### src/sv/lvnc_pkg.sv
// ============================================================================
// lvnc_pkg
// Shared widths, register indexes, reset values, types and the reciprocal
// table used by the local variance noise counter.
// ============================================================================
package lvnc_pkg;

    localparam int PIX_W       = 8;
    localparam int COUNT_W     = 23;
    localparam int GEOM_W      = 12;
    localparam int DEV_W       = 16;
    localparam int CFG_IDX_W   = 2;
    localparam int CFG_DATA_W  = 23;
    localparam int SUM_W       = 12;
    localparam int CNT_W       = 4;
    localparam int RECIP_W     = 17;
    localparam int RECIP_SHIFT = 16;
    localparam int LINE_W      = 2 * PIX_W;
    localparam int OUT_W       = 24;

    // register indexes of the configuration port
    localparam logic [CFG_IDX_W-1:0] CFG_FRAME_WIDTH  = 2'd0;
    localparam logic [CFG_IDX_W-1:0] CFG_FRAME_HEIGHT = 2'd1;
    localparam logic [CFG_IDX_W-1:0] CFG_DEV_LIMIT    = 2'd2;
    localparam logic [CFG_IDX_W-1:0] CFG_COUNT_LIMIT  = 2'd3;

    // register values after reset
    localparam logic [GEOM_W-1:0]  RST_FRAME_WIDTH  = 12'd1920;
    localparam logic [GEOM_W-1:0]  RST_FRAME_HEIGHT = 12'd1200;
    localparam logic [DEV_W-1:0]   RST_DEV_LIMIT    = 16'd100;
    localparam logic [COUNT_W-1:0] RST_COUNT_LIMIT  = 23'd92160;

    localparam logic [COUNT_W-1:0] TALLY_MAX = '1;

    typedef enum logic [2:0] {
        S_IDLE,
        S_COL,
        S_PAD,
        S_SWEEP,
        S_SWLAST,
        S_DRAIN,
        S_DONE
    } t_state;

    // 3x3 window handed to the judge pipeline, index = row * 3 + column
    typedef struct packed {
        logic                   req;
        logic [8:0]             mask;
        logic [8:0][PIX_W-1:0]  pix;
    } t_judge_req;

    typedef struct packed {
        logic busy;
        logic hit;
    } t_judge_stat;

    // floor(2^16 / n) for the neighbour counts that can occur
    function automatic logic [RECIP_W-1:0] recip(input logic [CNT_W-1:0] cnt);
        logic [RECIP_W-1:0] m;
        case (cnt)
            4'd2:    m = 17'd32768;
            4'd3:    m = 17'd21845;
            4'd4:    m = 17'd16384;
            4'd5:    m = 17'd13107;
            4'd6:    m = 17'd10922;
            4'd7:    m = 17'd9362;
            4'd8:    m = 17'd8192;
            4'd9:    m = 17'd7281;
            default: m = 17'd65536;
        endcase
        return m;
    endfunction

endpackage

### src/sv/lvnc_judge.sv
// ============================================================================
// lvnc_judge
// Four-stage pipeline: window sum and count, reciprocal multiply, quotient
// correction and absolute deviation, square and threshold compare.
// ============================================================================
module lvnc_judge (
    input  logic                            i_clk,
    input  logic                            i_rst_n,
    input  lvnc_pkg::t_judge_req            i_req,
    input  logic [lvnc_pkg::DEV_W-1:0]      i_dev_limit,
    output lvnc_pkg::t_judge_stat           o_stat
);

    localparam int PW = lvnc_pkg::PIX_W;
    localparam int SW = lvnc_pkg::SUM_W;
    localparam int CW = lvnc_pkg::CNT_W;
    localparam int BW = lvnc_pkg::SUM_W + lvnc_pkg::RECIP_W;
    localparam int MW = lvnc_pkg::SUM_W + lvnc_pkg::CNT_W;
    localparam int DW = lvnc_pkg::DEV_W;

    logic          r_a_v, r_b_v, r_c_v, r_d_hit;
    logic [SW-1:0] r_a_sum, r_b_sum, r_b_q0;
    logic [CW-1:0] r_a_cnt, r_b_cnt;
    logic [PW-1:0] r_a_pix, r_b_pix, r_c_d;

    logic [SW-1:0] a_sum;
    logic [CW-1:0] a_cnt;
    logic [BW-1:0] b_prod;
    logic [MW-1:0] c_prod, c_rem;
    logic          c_corr;
    logic [PW-1:0] c_mean, c_d;
    logic [DW-1:0] d_sq;

    // sum and count the in-image neighbours
    always_comb begin
        a_sum = '0;
        for (int i = 0; i < 9; i++) begin
            a_sum = a_sum + (i_req.mask[i] ? SW'(i_req.pix[i]) : SW'(0));
        end
        a_cnt = CW'($countones(i_req.mask));
    end

    // quotient estimate, at most one below the true value
    assign b_prod = BW'(r_a_sum) * BW'(lvnc_pkg::recip(r_a_cnt));

    // correct the quotient and take the deviation
    always_comb begin
        c_prod = MW'(r_b_q0) * MW'(r_b_cnt);
        c_rem  = MW'(r_b_sum) - c_prod;
        c_corr = (c_rem >= MW'(r_b_cnt));
        c_mean = PW'(r_b_q0 + SW'(c_corr));
        c_d    = (r_b_pix >= c_mean) ? (r_b_pix - c_mean) : (c_mean - r_b_pix);
    end

    assign d_sq = DW'(r_c_d) * DW'(r_c_d);

    // stage valid flags
    always_ff @(posedge i_clk) begin
        if (!i_rst_n) begin
            r_a_v   <= 1'b0;
            r_b_v   <= 1'b0;
            r_c_v   <= 1'b0;
            r_d_hit <= 1'b0;
        end else begin
            r_a_v   <= i_req.req;
            r_b_v   <= r_a_v;
            r_c_v   <= r_b_v;
            r_d_hit <= r_c_v && (d_sq > i_dev_limit);
        end
    end

    // stage payload
    always_ff @(posedge i_clk) begin
        r_a_sum <= a_sum;
        r_a_cnt <= a_cnt;
        r_a_pix <= i_req.pix[4];
        r_b_sum <= r_a_sum;
        r_b_cnt <= r_a_cnt;
        r_b_pix <= r_a_pix;
        r_b_q0  <= SW'(b_prod >> lvnc_pkg::RECIP_SHIFT);
        r_c_d   <= c_d;
    end

    assign o_stat.busy = r_a_v | r_b_v | r_c_v | r_d_hit;
    assign o_stat.hit  = r_d_hit;

endmodule

### config.mk
export PLATFORM = sky130hd
export DESIGN_NAME = lvnc_judge
export DESIGN_NICKNAME = d
export VERILOG_FILES = /design/src/sv/lvnc_pkg.sv /design/src/sv/lvnc_judge.sv
export SDC_FILE = /design/constraint.sdc
export NUM_CORES = 1
export LEC_CHECK = 0
export BUFFER_PORTS_ARGS = -buffer_cell sky130_fd_sc_hd__buf_2
export CORE_UTILIZATION = 30
export CTS_CLUSTER_SIZE = 12
export DETAILED_ROUTE_END_ITERATION = 7
export GPL_TIMING_DRIVEN = 0
export PLACE_DENSITY = 0.54
export SYNTH_ARGS = -nofsm -noshare
export SYNTH_HDL_FRONTEND = slang
export SYNTH_SLANG_ARGS = --single-unit
export TNS_END_PERCENT = 50
### constraint.sdc
create_clock -name i_clk -period 6.6 [get_ports i_clk]
set_input_delay 0.33 -clock i_clk [delete_from_list [all_inputs] [get_ports i_clk]]
set_output_delay 0.33 -clock i_clk [all_outputs]
set_load 0.005 [all_outputs]
Word-level counts from Yosys, hierarchy flattened. Memories as Yosys holds them, arrays and structs flattened. A register that Yosys moved wholly into a read port is not among the register bits. Index checks and enable logic that the tools add are counted.

Flip-flop bits (word level): 72. Bits in latches: 0. RAM bits: 0. ROM bits: 272. Output and inout bits: 2. Word-level logic and storage cells: 53. Memories: 1.

Add/subtract/negate cells: 20. Multipliers: 3. Divide/modulo/power cells: 0. $lt $le $gt $ge: 3. Equal/unequal tests: 0. Shifts and indexed selects: 0. Mux-type cells: 10. Bitwise operators: 3. Reductions and logical operators: 1.

Memory list: (no name shown) (depth 16, bits a word 17, read ports 1, clocked after Yosys merged registers in 1, wr ports 0, RTL line lvnc_pkg.sv:60) `case (cnt)`.

Operators by type and width (number): 8-bit 2-to-1 mux (10); 12-bit by 8-bit adder with 12-bit output (4); 12-bit by 17-bit multiplier with 28-bit output (1); 16-bit by 4-bit >= comparator with 1-bit output (1); 16-bit > comparator (1); 12-bit by 4-bit multiplier with 16-bit output (1); 8-bit by 8-bit multiplier with 16-bit output (1); 12-bit by 16-bit subtractor with 16-bit output (1); 8-bit subtractor (2); 11-bit by 8-bit adder with 12-bit output (1); 10-bit by 8-bit adder with 11-bit output (1); 9-bit by 8-bit adder with 10-bit output (1); 8-bit by 8-bit adder with 9-bit output (1); 1-bit by 1-bit adder with 2-bit output (4); 8-bit by 1-bit adder with 8-bit output (1); 8-bit >= comparator (1); 2-bit by 2-bit adder with 3-bit output (2); 3-bit by 3-bit adder with 4-bit output (1); 4-bit by 1-bit adder with 4-bit output (1); 1-bit OR (3); 1-bit logical AND (1).

Longest topological paths before layout.
Depth after elaboration: 9. Gate-level depth with buffers: 28. Gate-level depth less buffers: 27.

Worst setup path after synthesis. OpenSTA, ideal clock, no wires.

Path kind: register to register. Start: register r_b_cnt[3]. End: register r_c_d[5]. Arrival time: 6.116 ns. Required time: 6.476 ns. Setup slack: 0.360 ns. Cell stages (with the launch flop): 27. Path buffers: 1. Path through: dfxtp_1 -> clkbuf_1 -> nand2_1 -> fa_1 -> fa_1 -> inv_1 -> fa_1 -> inv_1 -> ha_1 -> a21oi_1 -> o31ai_1 -> o311ai_0 -> nand2_1 -> xnor2_1 -> nor4_1 -> nand3_1 -> ha_1 -> ha_1 -> inv_1 -> fa_1 -> a21o_1 -> a211oi_1 -> o21ai_0 -> nand3_1 -> nand2_1 -> mux2i_1 -> xor2_1.

Word-level cells in the longest chain between the ends: 6.

Ends and longest elaborated chain: start: declaration (RTL line lvnc_judge.sv:23) `logic [CW-1:0] r_a_cnt, r_b_cnt;`; start signal: assignment (RTL line lvnc_judge.sv:78) `r_b_cnt <= r_a_cnt;`; 12-bit by 4-bit multiplier with 16-bit output (RTL line lvnc_judge.sv:48) `c_prod = MW'(r_b_q0) * MW'(r_b_cnt);`; 12-bit by 16-bit subtractor with 16-bit output (RTL line lvnc_judge.sv:49) `c_rem = MW'(r_b_sum) - c_prod;`; 16-bit by 4-bit >= comparator with 1-bit output * (RTL line lvnc_judge.sv:50) `c_corr = (c_rem >= MW'(r_b_cnt));`; 8-bit by 1-bit adder with 8-bit output * (RTL line lvnc_judge.sv:51) `c_mean = PW'(r_b_q0 + SW'(c_corr));`; 8-bit subtractor or 8-bit >= comparator (tied branches) (RTL line lvnc_judge.sv:52) `c_d = (r_b_pix >= c_mean) ? (r_b_pix - c_mean) : (c_mean - r_b_pix);`; 8-bit 2-to-1 mux * (RTL line lvnc_judge.sv:52); named net c_d[5] (RTL line lvnc_judge.sv:31) `logic [PW-1:0] c_mean, c_d;`; end signal: assignment (RTL line lvnc_judge.sv:81) `r_c_d <= c_d;`; end: declaration (RTL line lvnc_judge.sv:24) `logic [PW-1:0] r_a_pix, r_b_pix, r_c_d;`.

Mark *: on every way through the listed nets, which the timed path passes. The rest lies on a longest branch. A chain may end at the register's enable or synchronous reset.

Final worst setup path. Same ends and word-level chain as after synthesis.

==> metrics.cfg <==
[sta]
setup_viol = 0
hold_viol_final = 0
min_period_ns = 6.33
slew_viol_final = 0
fmax_mhz = 158
worst_slew_pin_slew_ns = 0.742
max_slew_margin_pct = 50.0
fin_skew_ns = 0.00768
setup_ws_ns = 0.267
timing.final.crit_share_pct = 96.0

[synthesis]
muxShareOfSynthArea_pct = 0.638
synth-seq-cells = 88
yosysTopAreaCellShare_pct = 35.9
synth_compound_area_share_pct = 7.14
synthArstFlopShare_pct = 0
synthSimpleGateAreaFrac_pct = 15.4
syn_area_mm2 = 0.0147
post_synth_num_cell_types = 55
synth_nets = 2182
synthAdderAreaFrac_pct = 50.5
synthFlopType = dfxtp_1
ys_warn_count = 0
synth-edff-count = 0
yosysMostFrequentCell = inv_1
synth-xor-area-share_pct = 3.75
synth_top_family_by_area = adder cells
ys_top_cells_by_area = fa_1 36%, ha_1 15%, dfxtp_1 12%
ys_seq_area_share_pct = 12.0
synthCells = 1646
yosysTopAreaCell = fa_1
synth_common_cells = 364 x inv_1, 264 x fa_1, 255 x nand2_1
syn_avg_cell_area_um2 = 8.94

[job]
cap_viol_max_count = 0

[critical_path]
required_ns = 6.84
r2r_end = r_c_d[5]
reg2reg_slack_ns = 0.27
path_class = flip-flop to flip-flop
cp_slowest_cell = fa_1
endpoint_kind = flip-flop
cp.arrival_ns = 6.57
max_stage_delay_ns = 0.54
start_kind = flip-flop
r2r_start = r_b_cnt[3]
crit_fanout = 10
critPathBufInv = 4
critical_path.top_delay_family = adder cells
r2r_cells = 26

[global_route]
met3_usage_pct = 3.11
met1_usage_pct = 18.9
groute.layer.met2.usage_pct = 26.1
grt.busiest_layer = met2
grt-ovfl-total = 0
grt_max_degree = 16
antenna_found_initial = 3
grt.total_usage_pct = 15.1
grt_pass1_vias = 11919
grt_pass1_wl_um = 59700

[min_path]
hold_depth = 1
min_to = r_a_pix[1]
min_from = i_req[33]
min_path_type = primary input to flip-flop

[routing]
vias = 10919
drt_first_pass_iters = 7
postRouteAntennaNets = 0
routed_wl_um = 35300
wl_per_cell_um = 14.9
avgViaCountPerCell = 4.61
drt_iter0_drc = 448
drcViolationCount = 0

[place]
io_buffers = 97
gp_congestion = 0.895
dpl.cell_count = 2358
pre_cts_ws_ns = -0.983
place.detailed.hpwl_um = 30600

[floorplanning]
die_h_um = 223
die_area_mm2 = 0.0499
initial_core_util_pct = 30.6
num_rows = 80
die_w_um = 223
io_pins = 102
core_mm2 = 0.0480

[finish]
insertedDiodeCount = 0
drive_gt1_share_pct = 8.85
finalNonFillerCells = 2367
area_delta_synth_final_pct = 11.8
finalNetCount = 2283

[clock_tree]
cts-buffers-inserted = 9
cts-htree-levels = 3
clockRootBuffer = clkbuf_16
cts_sinks = 88
postCtsSetupBuffers = 0
cts_tree = done
clk_pin_slew_ns = 0.06
clockBufferDepth = 2
clk_latency_ns = 0.36

[status]
status = finished clean

how the worst max path moves through the flow:
stage,to,cells past startpoint,startpoint
finish,r_c_d[5],26,r_b_cnt[3]
global route,r_c_d[5],26,r_b_cnt[3]
CTS,r_c_d[5],26,r_b_cnt[3]
detailed placement,r_c_d[5],26,r_b_cnt[2]
global placement,r_c_d[5],26,r_b_cnt[2]
floorplan,r_c_d[5],26,r_b_cnt[3]
cell type report:
type	count	area (µm²)
Fill cell	5013	31600
Multi-Input combinational cell	1147	11600
Sequential cell	88	1780
Inverter	364	1370
Tap cell	615	769
Timing Repair Buffer	97	485
Clock buffer	10	239
Buffer	40	164
Clock inverter	6	66.3
cell families after synthesis:
| logic type | Yosys count |
|---|---|
| XOR/XNOR | 63 |
| adder cells (fa/ha/maj) | 436 |
| flip-flops | 88 |
| multiplexers | 9 |
| other | 2 |
| AO/OA/AOI/OAI | 158 |
| buffers and inverters | 411 |
| AND/OR/NAND/NOR | 479 |
what timing repair did:
item | CTS | global route
hold buffers | 0 | 0
pin swaps | 3 | 13
endpoints found under the setup margin | 7 | 7
gates resized for setup | 27 | 21
cells in the final DEF, fill, tap and decap left out, types with 3 or more instances in the layout:
cell type / synthesis / routed
buf_2: 0 / 97
o22ai_1: 4 / 4
mux2i_1: 6 / 5
mux2_2: 3 / 3
ha_4: 0 / 6
nand3_1: 11 / 11
and3_1: 6 / 6
nor3_1: 13 / 13
dfxtp_1: 88 / 80
nor3b_1: 4 / 4
inv_1: 364 / 364
o21bai_1: 10 / 10
a21oi_1: 46 / 45
nand2_1: 255 / 253
nor2b_1: 9 / 9
o21ai_0: 21 / 20
a211oi_2: 0 / 3
o211ai_1: 6 / 6
xor2_1: 16 / 16
dfxtp_2: 0 / 6
xnor2_1: 47 / 47
ha_1: 172 / 166
or2_2: 4 / 4
a211oi_1: 9 / 6
a21o_1: 30 / 30
nor2_1: 34 / 34
clkbuf_16: 0 / 9
clkbuf_1: 46 / 38
nor4_1: 5 / 4
a221oi_1: 5 / 4
a31oi_1: 3 / 3
nand4_1: 5 / 5
and2_1: 117 / 117
o21a_1: 4 / 4
or3_1: 3 / 3
nand2b_1: 6 / 6
fa_1: 264 / 263
worst register-to-register path, stage by stage (launching register included):
cell	delay [ns]
dfxtp_2	0.36
clkbuf_8	0.18
nand2_1	0.08
fa_1	0.54
inv_1	0.05
fa_1	0.51
fa_1	0.52
inv_1	0.04
ha_1	0.35
o21ai_0	0.15
a211oi_1	0.34
o311ai_2	0.19
nand2_1	0.12
xnor2_1	0.07
nor4_1	0.34
nand3_1	0.26
ha_4	0.26
ha_4	0.29
inv_1	0.07
fa_2	0.36
a21o_1	0.21
a211oi_2	0.22
o21ai_1	0.11
nand3_1	0.14
nand2_4	0.12
mux2i_2	0.19
xor2_1	0.16
stage by stage:
stage | utilization [%] | area [µm²] | hold WS, ns | setup TNS (ns)
finish | 34.2 | 16400 | 0.100 | 0
global route | 34.2 | 16400 | 0.0810 | -0.187
CTS | 34.1 | 16400 | 0.0857 | 0
detailed placement | 33.2 | 16000 | 0.312 | -6.41
global placement | 33.2 | 16000 | 0.313 | -5.81
floorplan | - | 14700 | 0.310 | 0
metal layers:
layer  wire length, µm  share of wire (%)  vias to the layer above
met1             15600                 44                     5432
met4               835                2.4                        2
li1                  -                  -                     5218
met3              1690                4.8                       51
met2             17100                 48                      216
met5                13              0.037                        -
Power is not shown: default switching activity piles up to over one toggle a cycle in this logic, so the estimate is an artifact.
